--- src/rtl/core/sobel_edge_magnitude_threshold_core_defines.svh ---
// ----------------------------------------------------------------------------
// sobel edge core assertion macros
// shared assertion wrappers clocked on clk_i, disabled during reset
// ----------------------------------------------------------------------------
`ifndef SOBEL_EDGE_MAGNITUDE_THRESHOLD_CORE_DEFINES_SVH
`define SOBEL_EDGE_MAGNITUDE_THRESHOLD_CORE_DEFINES_SVH

// condition holds at every edge out of reset
`define SOBEL_ASSERT(lbl, cond, msg) \
  lbl: assert property (@(posedge clk_i) disable iff (!rst_ni) (cond)) else $error(msg);

// antecedent implies consequent on the next edge
`define SOBEL_ASSERT_NEXT(lbl, ante, cons, msg) \
  lbl: assert property (@(posedge clk_i) disable iff (!rst_ni) (ante) |=> (cons)) \
    else $error(msg);

`endif

--- src/rtl/core/sobel_pkg.sv ---
// ----------------------------------------------------------------------------
// sobel_pkg
// shared types and constants of the sobel edge core
// ----------------------------------------------------------------------------
package sobel_pkg;

  localparam int unsigned MAX_WIDTH_DEF  = 1024;
  localparam int unsigned MAX_HEIGHT_DEF = 1024;
  localparam int unsigned PIX_W          = 8;
  localparam int unsigned VAL_W          = 11;
  localparam int unsigned DIM_W          = 11;
  localparam int unsigned CFG_IDX_W      = 2;
  localparam int unsigned SQ_W           = 22;
  localparam int unsigned ROOT_STEPS     = SQ_W / 2;
  localparam logic [VAL_W-1:0] MAG_CLAMP = VAL_W'(2040);
  localparam logic [DIM_W-1:0] WIDTH_RST  = DIM_W'(640);
  localparam logic [DIM_W-1:0] HEIGHT_RST = DIM_W'(480);

  typedef enum logic [CFG_IDX_W-1:0] {
    CFG_THRESH = 2'd0,
    CFG_WIDTH  = 2'd1,
    CFG_HEIGHT = 2'd2
  } cfg_idx_e;

  typedef enum logic {
    REQ_PIXEL = 1'b0,
    REQ_FLUSH = 1'b1
  } req_type_e;

  typedef struct packed {
    logic [PIX_W-1:0] top;
    logic [PIX_W-1:0] mid;
    logic [PIX_W-1:0] bot;
  } col_t;

  typedef struct packed {
    col_t lft;
    col_t ctr;
    col_t rgt;
  } win_t;

  typedef struct packed {
    logic             done;
    logic [VAL_W-1:0] value;
  } mag_rsp_t;

endpackage

--- src/rtl/core/sobel_mag.sv ---
// ----------------------------------------------------------------------------
// sobel_mag
// gradient, squared magnitude and iterative square root or threshold
// ----------------------------------------------------------------------------
module sobel_mag
  import sobel_pkg::*;
(
  input  logic             clk_i,
  input  logic             rst_ni,
  input  logic             start_i,
  input  win_t             win_i,
  input  logic [PIX_W-1:0] thresh_i,
  output mag_rsp_t         rsp_o
);

  typedef enum logic [2:0] {
    U_IDLE, U_GRAD, U_SQX, U_SQY, U_ROOT, U_DONE
  } ustate_e;

  ustate_e          state_q;
  win_t             win_q;
  logic [9:0]       ax_q, ay_q;
  logic [15:0]      t2_q;
  logic [SQ_W-1:0]  sq_q, rad_q;
  logic [13:0]      rem_q;
  logic [VAL_W-1:0] root_q, val_q;
  logic [3:0]       cnt_q;

  logic [10:0]      gx, gy;
  logic [13:0]      rem_sh, trial;
  logic [13:0]      rem_n;
  logic [VAL_W-1:0] root_n;
  logic [SQ_W-1:0]  sq_y;

  always_comb begin
    gx = 11'(win_q.lft.top) - 11'(win_q.rgt.top)
       + ((11'(win_q.lft.mid) - 11'(win_q.rgt.mid)) << 1)
       + 11'(win_q.lft.bot) - 11'(win_q.rgt.bot);
    gy = 11'(win_q.lft.bot) + (11'(win_q.ctr.bot) << 1) + 11'(win_q.rgt.bot)
       - 11'(win_q.lft.top) - (11'(win_q.ctr.top) << 1) - 11'(win_q.rgt.top);
    sq_y   = sq_q + SQ_W'(ay_q * ay_q);
    rem_sh = {rem_q[11:0], rad_q[SQ_W-1 -: 2]};
    trial  = {1'b0, root_q, 2'b01};
    if (rem_sh >= trial) begin
      rem_n  = rem_sh - trial;
      root_n = {root_q[VAL_W-2:0], 1'b1};
    end else begin
      rem_n  = rem_sh;
      root_n = {root_q[VAL_W-2:0], 1'b0};
    end
  end

  always_ff @(posedge clk_i or negedge rst_ni) begin
    if (!rst_ni) begin
      state_q <= U_IDLE;
      cnt_q   <= '0;
    end else begin
      case (state_q)
        U_IDLE: begin
          if (start_i) state_q <= U_GRAD;
        end
        U_GRAD: state_q <= U_SQX;
        U_SQX:  state_q <= U_SQY;
        U_SQY: begin
          cnt_q   <= '0;
          state_q <= (thresh_i != '0) ? U_DONE : U_ROOT;
        end
        U_ROOT: begin
          cnt_q <= cnt_q + 4'd1;
          if (cnt_q == 4'(ROOT_STEPS - 1)) state_q <= U_DONE;
        end
        U_DONE:  state_q <= U_IDLE;
        default: state_q <= U_IDLE;
      endcase
    end
  end

  always_ff @(posedge clk_i) begin
    case (state_q)
      U_IDLE: begin
        if (start_i) win_q <= win_i;
      end
      U_GRAD: begin
        ax_q <= gx[10] ? 10'(-gx) : gx[9:0];
        ay_q <= gy[10] ? 10'(-gy) : gy[9:0];
        t2_q <= thresh_i * thresh_i;
      end
      U_SQX: sq_q <= SQ_W'(ax_q * ax_q);
      U_SQY: begin
        sq_q   <= sq_y;
        rad_q  <= sq_y;
        rem_q  <= '0;
        root_q <= '0;
        val_q  <= (sq_y > {t2_q, 6'b0}) ? VAL_W'(1) : '0;
      end
      U_ROOT: begin
        rad_q  <= {rad_q[SQ_W-3:0], 2'b00};
        rem_q  <= rem_n;
        root_q <= root_n;
        if (cnt_q == 4'(ROOT_STEPS - 1)) val_q <= (root_n > MAG_CLAMP) ? MAG_CLAMP : root_n;
      end
      default: ;
    endcase
  end

  assign rsp_o.done  = (state_q == U_DONE);
  assign rsp_o.value = val_q;

endmodule
--- config.mk ---
export PLATFORM = sky130hd
export DESIGN_NAME = sobel_mag
export DESIGN_NICKNAME = d
export VERILOG_FILES = /design/src/rtl/core/sobel_edge_magnitude_threshold_core_defines.svh /design/src/rtl/core/sobel_pkg.sv /design/src/rtl/core/sobel_mag.sv
export SDC_FILE = /design/constraint.sdc
export NUM_CORES = 1
export LEC_CHECK = 0
export ABC_AREA = 1
export BUFFER_PORTS_ARGS = -buffer_cell sky130_fd_sc_hd__clkbuf_2
export CAP_MARGIN = 5
export CORE_MARGIN = 4
export CORE_UTILIZATION = 45
export CTS_CLUSTER_DIAMETER = 200
export CTS_CLUSTER_SIZE = 12
export DETAILED_ROUTE_END_ITERATION = 8
export GPL_TIMING_DRIVEN = 0
export PLACE_DENSITY = 0.66
export SYNTH_ARGS = -nofsm -noshare
export SYNTH_HDL_FRONTEND = slang
export SYNTH_SLANG_ARGS = --single-unit
--- constraint.sdc ---
create_clock -name clk_i -period 8.3 [get_ports clk_i]
set_input_delay 0.415 -clock clk_i [delete_from_list [all_inputs] [get_ports clk_i]]
set_output_delay 0.415 -clock clk_i [all_outputs]
set_load 0.01 [all_outputs]
### Yosys cells after proc, flatten, opt, wreduce, memory -nomap -nowiden

Index checks and enable logic that the tools add are counted.

| operators by class | value |
|---|---|
| add/subtract/negate cells | 15 |
| multiply operators | 3 |
| magnitude comparators | 3 |
| equal/unequal tests | 8 |
| muxes and demuxes | 17 |
| reductions and logical operators | 7 |

Operators with widths:

| kind | count |
|---|---|
| one-hot mux 22 bit (2 select lines) | 2 |
| one-hot mux 11 bit (2 select lines) | 2 |
| multiplier 10 x 10 -> 20 bit | 2 |
| subtractor 11 x 8 -> 11 bit | 3 |
| one-hot mux 12 bit (2 select lines) | 1 |
| adder 22 x 20 -> 22 bit | 1 |
| > comparator 22 bit | 1 |
| 2-to-1 mux 11 bit | 2 |
| 2-to-1 mux 10 bit | 2 |
| negator 10 bit | 2 |
| subtractor 8 x 8 -> 9 bit | 2 |
| multiplier 8 x 8 -> 16 bit | 1 |
| one-hot mux 3 bit (5 select lines) | 1 |
| greater-or-equal comparator 14 x 13 -> 1 bit | 1 |
| 2-to-1 mux 12 bit | 1 |
| subtractor 12 bit | 1 |
| adder 10 x 8 -> 11 bit | 1 |
| adder 11 x 8 -> 11 bit | 1 |
| adder 9 x 10 -> 11 bit | 1 |
| > comparator 11 bit, second input constant | 1 |
| subtractor 11 x 9 -> 11 bit | 1 |
| adder 8 x 9 -> 10 bit | 1 |
| one-hot mux 4 bit (2 select lines) | 1 |
| nonzero test 8 bit | 1 |
| 11 further kinds | 20 |

| storage, ports and cells | value |
|---|---|
| flip-flop bits (word level) | 185 |
| input port bits | 83 |
| output and inout bits | 12 |
| logic and storage cells | 71 |

### Logic depth before layout (Yosys ltp)

| depth | value |
|---|---|
| word-level depth | 7 |
| depth in mapped cells | 33 |
| mapped depth without buffers | 32 |

### Worst setup path before layout

No wires, ideal clock.

| timing | value |
|---|---|
| path type | register -> register |
| start point | reg ay_q[7] |
| end point | reg val_q[0], data pin |
| data arrival time | 5.646 ns |
| path slack | 2.402 ns |
| stages on the path, launching flop included | 28 |
| buffers on the path | 1 |
| cell sequence | edfxtp_1 clkbuf_1 nand2_1 inv_1 fa_1 fa_1 inv_1 fa_1 inv_1 fa_1 inv_1 fa_1 inv_1 ha_1 a21oi_1 o21ai_0 o21bai_4 nand2_1 nand3_1 and2_1 ha_1 nand2_1 nor3_1 nand2_1 nor2_1 a21oi_1 nand2_1 nand2_1 |

| between the ends | value |
|---|---|
| longest elaborated chain between the ends | 5 |

RTL lines:

| what | line | text |
|---|---|---|
| start: declaration | sobel_mag.sv:22 | `logic [9:0] ax_q, ay_q;` |
| start signal: assignment | sobel_mag.sv:85 | `ay_q <= gy[10] ? 10'(-gy) : gy[9:0];` |
| multiplier 10 x 10 -> 20 bit | sobel_mag.sv:41 | `sq_y = sq_q + SQ_W'(ay_q * ay_q);` |
| adder 22 x 20 -> 22 bit | sobel_mag.sv:41 |  |
| > comparator 22 bit | sobel_mag.sv:94 | `val_q <= (sq_y > {t2_q, 6'b0}) ? VAL_W'(1) : '0;` |
| 2-to-1 mux 1 bit | sobel_mag.sv:94 |  |
| one-hot mux 11 bit (2 select lines) | sobel_mag.sv:79 | `case (state_q)` |
| end signal: assignment | sobel_mag.sv:94 |  |
| end signal: assignment | sobel_mag.sv:100 | `if (cnt_q == 4'(ROOT_STEPS - 1)) val_q <= (root_n > MAG_CLAMP) ? MAG_CLAMP : root_n;` |
| end: declaration | sobel_mag.sv:26 | `logic [VAL_W-1:0] root_q, val_q;` |

No other way between the ends.
A chain may end at the register's enable or synchronous reset.

### Worst setup path after layout

| timing | value |
|---|---|
| start point | reg ay_q[3] |
| end point | reg val_q[0], data pin |

| between the ends | value |
|---|---|
| longest elaborated chain between the ends | 5 |

RTL lines:

| what | line | text |
|---|---|---|
| multiplier 10 x 10 -> 20 bit | sobel_mag.sv:41 |  |
| adder 22 x 20 -> 22 bit | sobel_mag.sv:41 |  |
| named net sq_y[21] | sobel_mag.sv:33 | `logic [SQ_W-1:0] sq_y;` |
| > comparator 22 bit | sobel_mag.sv:94 |  |
| 2-to-1 mux 1 bit | sobel_mag.sv:94 |  |
| one-hot mux 11 bit (2 select lines) | sobel_mag.sv:79 |  |

The timed path passes the listed nets, and every way through them passes these cells.

==> metrics.md <==
| Metric | Value |
|---|---|
| Ports | 95 |
| Synth top area cells | edfxtp_1 (29%), fa_1 (20%), ha_1 (14%) |
| Leading area contributor after synthesis | edfxtp_1 |
| Crit path capture type | flip-flop |
| Die footprint | 44,700 µm² |
| Tightest Pin Transition | 0.626 ns |
| Fill cell count | 3,738 |
| CP required | 8.51 ns |
| Drt drc | 0 |
| Pin count of the biggest net entering global routing | 35 |
| Detail Route Antenna Nets | 0 |
| XOR/XNOR Fraction of Synth Area | 4.57% |
| Die Wd | 211 µm |
| Net Count, Synth | 2,553 |
| Mean post-synth cell area | 8.96 µm² |
| Count leader, synth | inv_1 |
| Setup violators final | 0 |
| Post-synth EDFFs | 177 |
| Compound-Gate Fraction of Synth Area | 6.02% |
| Clk buf depth | 2 |
| GP Congestion | 0.875 |
| Critical path arrival | 7.47 ns |
| CP Launch Type | flip-flop |
| Seq/Total Area, Yosys | 29.5% |
| RSZ-0062 raised after global routing | false |
| DRT iter0 DRCs | 774 |
| Post-synthesis instance area | 18,600 µm² |
| Top cells by count, synth | inv_1 (492), nand2_1 (430), ha_1 (208) |
| Mux contribution to synthesized area | 0.121% |
| Total GRT Usage | 17.9% |
| Crit. Startpoint | ay_q[3] |
| Worst reg-to-reg setup slack | 1.04 ns |
| Die span in y | 211 µm |
| Post-Synth Adder-Cell Area | 33.9% |
| Worst-Skew Late Latency | 0.46 ns |
| Vias/cell | 4.90 |
| Nets@finish | 2,662 |
| Critical R2R Capture | val_q[0] |
| Reg2Reg Depth | 29 |
| Root buf cell | clkbuf_16 |
| Synth unique cells | 49 |
| Vias in the first global route | 13.8k |
| H-tree Lvls | 4 |
| Max stage delay on crit path | 0.56 ns |
| Number of port buffers | 81 |
| Core Rows | 74 |
| Final Max Slew Viols | 0 |
| Area Overhead vs Synth | 9.43% |
| GRT overflow | 0 |
| Combinational family with the most area after synthesis | adder cells |
| Setup total negative slack | 0 ns |
| Tcrit/Tclk final | 87.5% |
| Most frequent CP cell | nand2_1 |
| Initial Util | 45.6% |
| Period minus WS final | 7.26 ns |
| Worst min path class | input pin to flip-flop |
| Worst-path fanout max | 9 |
| Antenna violations before repair | 0 |
| First-pass GRT wire length | 64.9 mm |
| HPWL after DPL | 32.1 mm |
| Top cell type's share of synthesized area | 28.6% |
| Number of synthesized register bits | 184 |
| Clock-pin transition on the worst setup and hold timing paths | 0.07 ns |
| Post-CTS Setup Inserts | 0 |
| Rel. slew slack | 58.2% |
| Share of cells above drive strength 1 | 7.37% |
| Most used DFF post-synth | edfxtp_1 |
| Slowest cell on crit path | fa_1 |
| Simple-Gate Fraction of Synth Area | 14.8% |
| Clock Skew | 0.0116 ns |
| WL per Instance | 14.0 µm |
| Inserted Diodes | 0 |
| Critical path type | flip-flop to flip-flop |
| FFs w/ async S/R, synth | 3.80% |
| Worst Setup EP | val_q[0] |
| Total core area | 40,800 µm² |
| Via count | 13.4k |
| Status | finished, final reports clean |
| Gate Count Post-Synth | 2,077 |
| Final hold viol count | 0 |
| Highest Clock Rate | 138 MHz |
| CTS tree | done |
| Post-Route WL | 38.2 mm |
| CTS Buf Count | 17 |
| Sink Count | 184 |
| Reg2reg start | ay_q[3] |
| Pre-antenna DRT Iters | 7 |
| Yosys warns | 0 |
| Max-cap violations | 0 |
-- critical path: cells and delay by family, from the launching register on --
family | cells | cell delay (ns)
and+or+nand+nor | 11 | 1.37
buffers and inverters | 7 | 0.89
xor gates and xnor gates | 1 | 0.51
AOI/OAI and AO/OA | 3 | 0.54
DFF | 1 | 0.50
adders and majority gates | 7 | 3.21
-- sequential cells by signal, summed over array words and instances (netlist names) --
register,count
rem_q,12
t2_q,15
ax_q,10
cnt_q,4
state_q,3
val_q,11
root_q,11
sq_q,22
ay_q,10
win_q,64
rad_q,22
-- cells by family after synthesis --
group / count (synthesis)
AO/OA/AOI/OAI: 201
XOR/XNOR: 92
adder cells (fa/ha/maj): 393
buffers and inverters: 545
flip-flops: 184
multiplexers: 2
AND/OR/NAND/NOR: 660
-- cell type report --
type                    instances  area [µm²]  share of cell area, %
multi-input cells            1348       11100                   54.3
inverters                     497        1870                   9.16
well taps                     532         666                   3.27
flip-flops and latches        184        5490                   27.0
plain buffers                  48         204                   1.00
clock buffers                  19         433                   2.13
clock inverters                13         100                  0.492
repair buffers                 90         539                   2.65
-- cell usage in the layout, fill, tap and decap left out, types with 32 or more instances in the layout --
master / synthesis / routed
nand2_1: 430 / 429
a21oi_1: 91 / 91
fa_1: 185 / 185
clkbuf_2: 0 / 81
inv_1: 492 / 492
xor2_1: 54 / 54
nor2_1: 95 / 93
o21ai_0: 68 / 67
clkbuf_1: 43 / 45
ha_1: 208 / 208
xnor2_1: 32 / 32
nand3_1: 72 / 72
edfxtp_1: 177 / 177
-- repair_timing --
| action | in CTS | in global routing |
|---|---|---|
| hold endpoints to repair | 7 | 0 |
| hold buffers | 1 | 0 |
| resized for setup | 0 | 0 |
-- how the worst min path moves through the flow --
stage,start,endpoint,slack (ns),depth (start not counted)
detailed placement,rst_ni,cnt_q[2],0.27,1
floorplan,rst_ni,cnt_q[0],0.12,0
finish,win_i[67],win_q[67],0.13,1
CTS,win_i[70],win_q[70],0.12,1
global placement,rst_ni,cnt_q[2],0.26,1
global route,win_i[70],win_q[70],0.12,1
-- per-stage QoR --
stage                     util [%]  worst slack [ns]  hold WS [ns]  instance area, µm²  cells
after global placement        48.2              1.19         0.261               19700   2690
after detailed placement      48.5              1.04         0.266               19800   2698
after global routing          49.9             0.527         0.116               20400   2731
after floorplan                  -              2.40         0.119               18600   2077
after CTS                     49.9              1.03         0.117               20400   2731
final                         49.9              1.04         0.129               20400   2731
-- layer usage --
metal  vias to the layer above  track usage, %  share of wire (%)  routed length [µm]
met5                         -               0                  0                   0
met4                         0            3.64                1.3                 485
met3                        31            2.58                4.0                1540
met2                       236            32.1                 51               19400
met1                      6417            23.2                 44               16800
li1                       6693               -                  -                   -
Power is left out: the tool's default activity adds up to more than one toggle a clock period on the data nets, which glitch-free logic cannot reach.
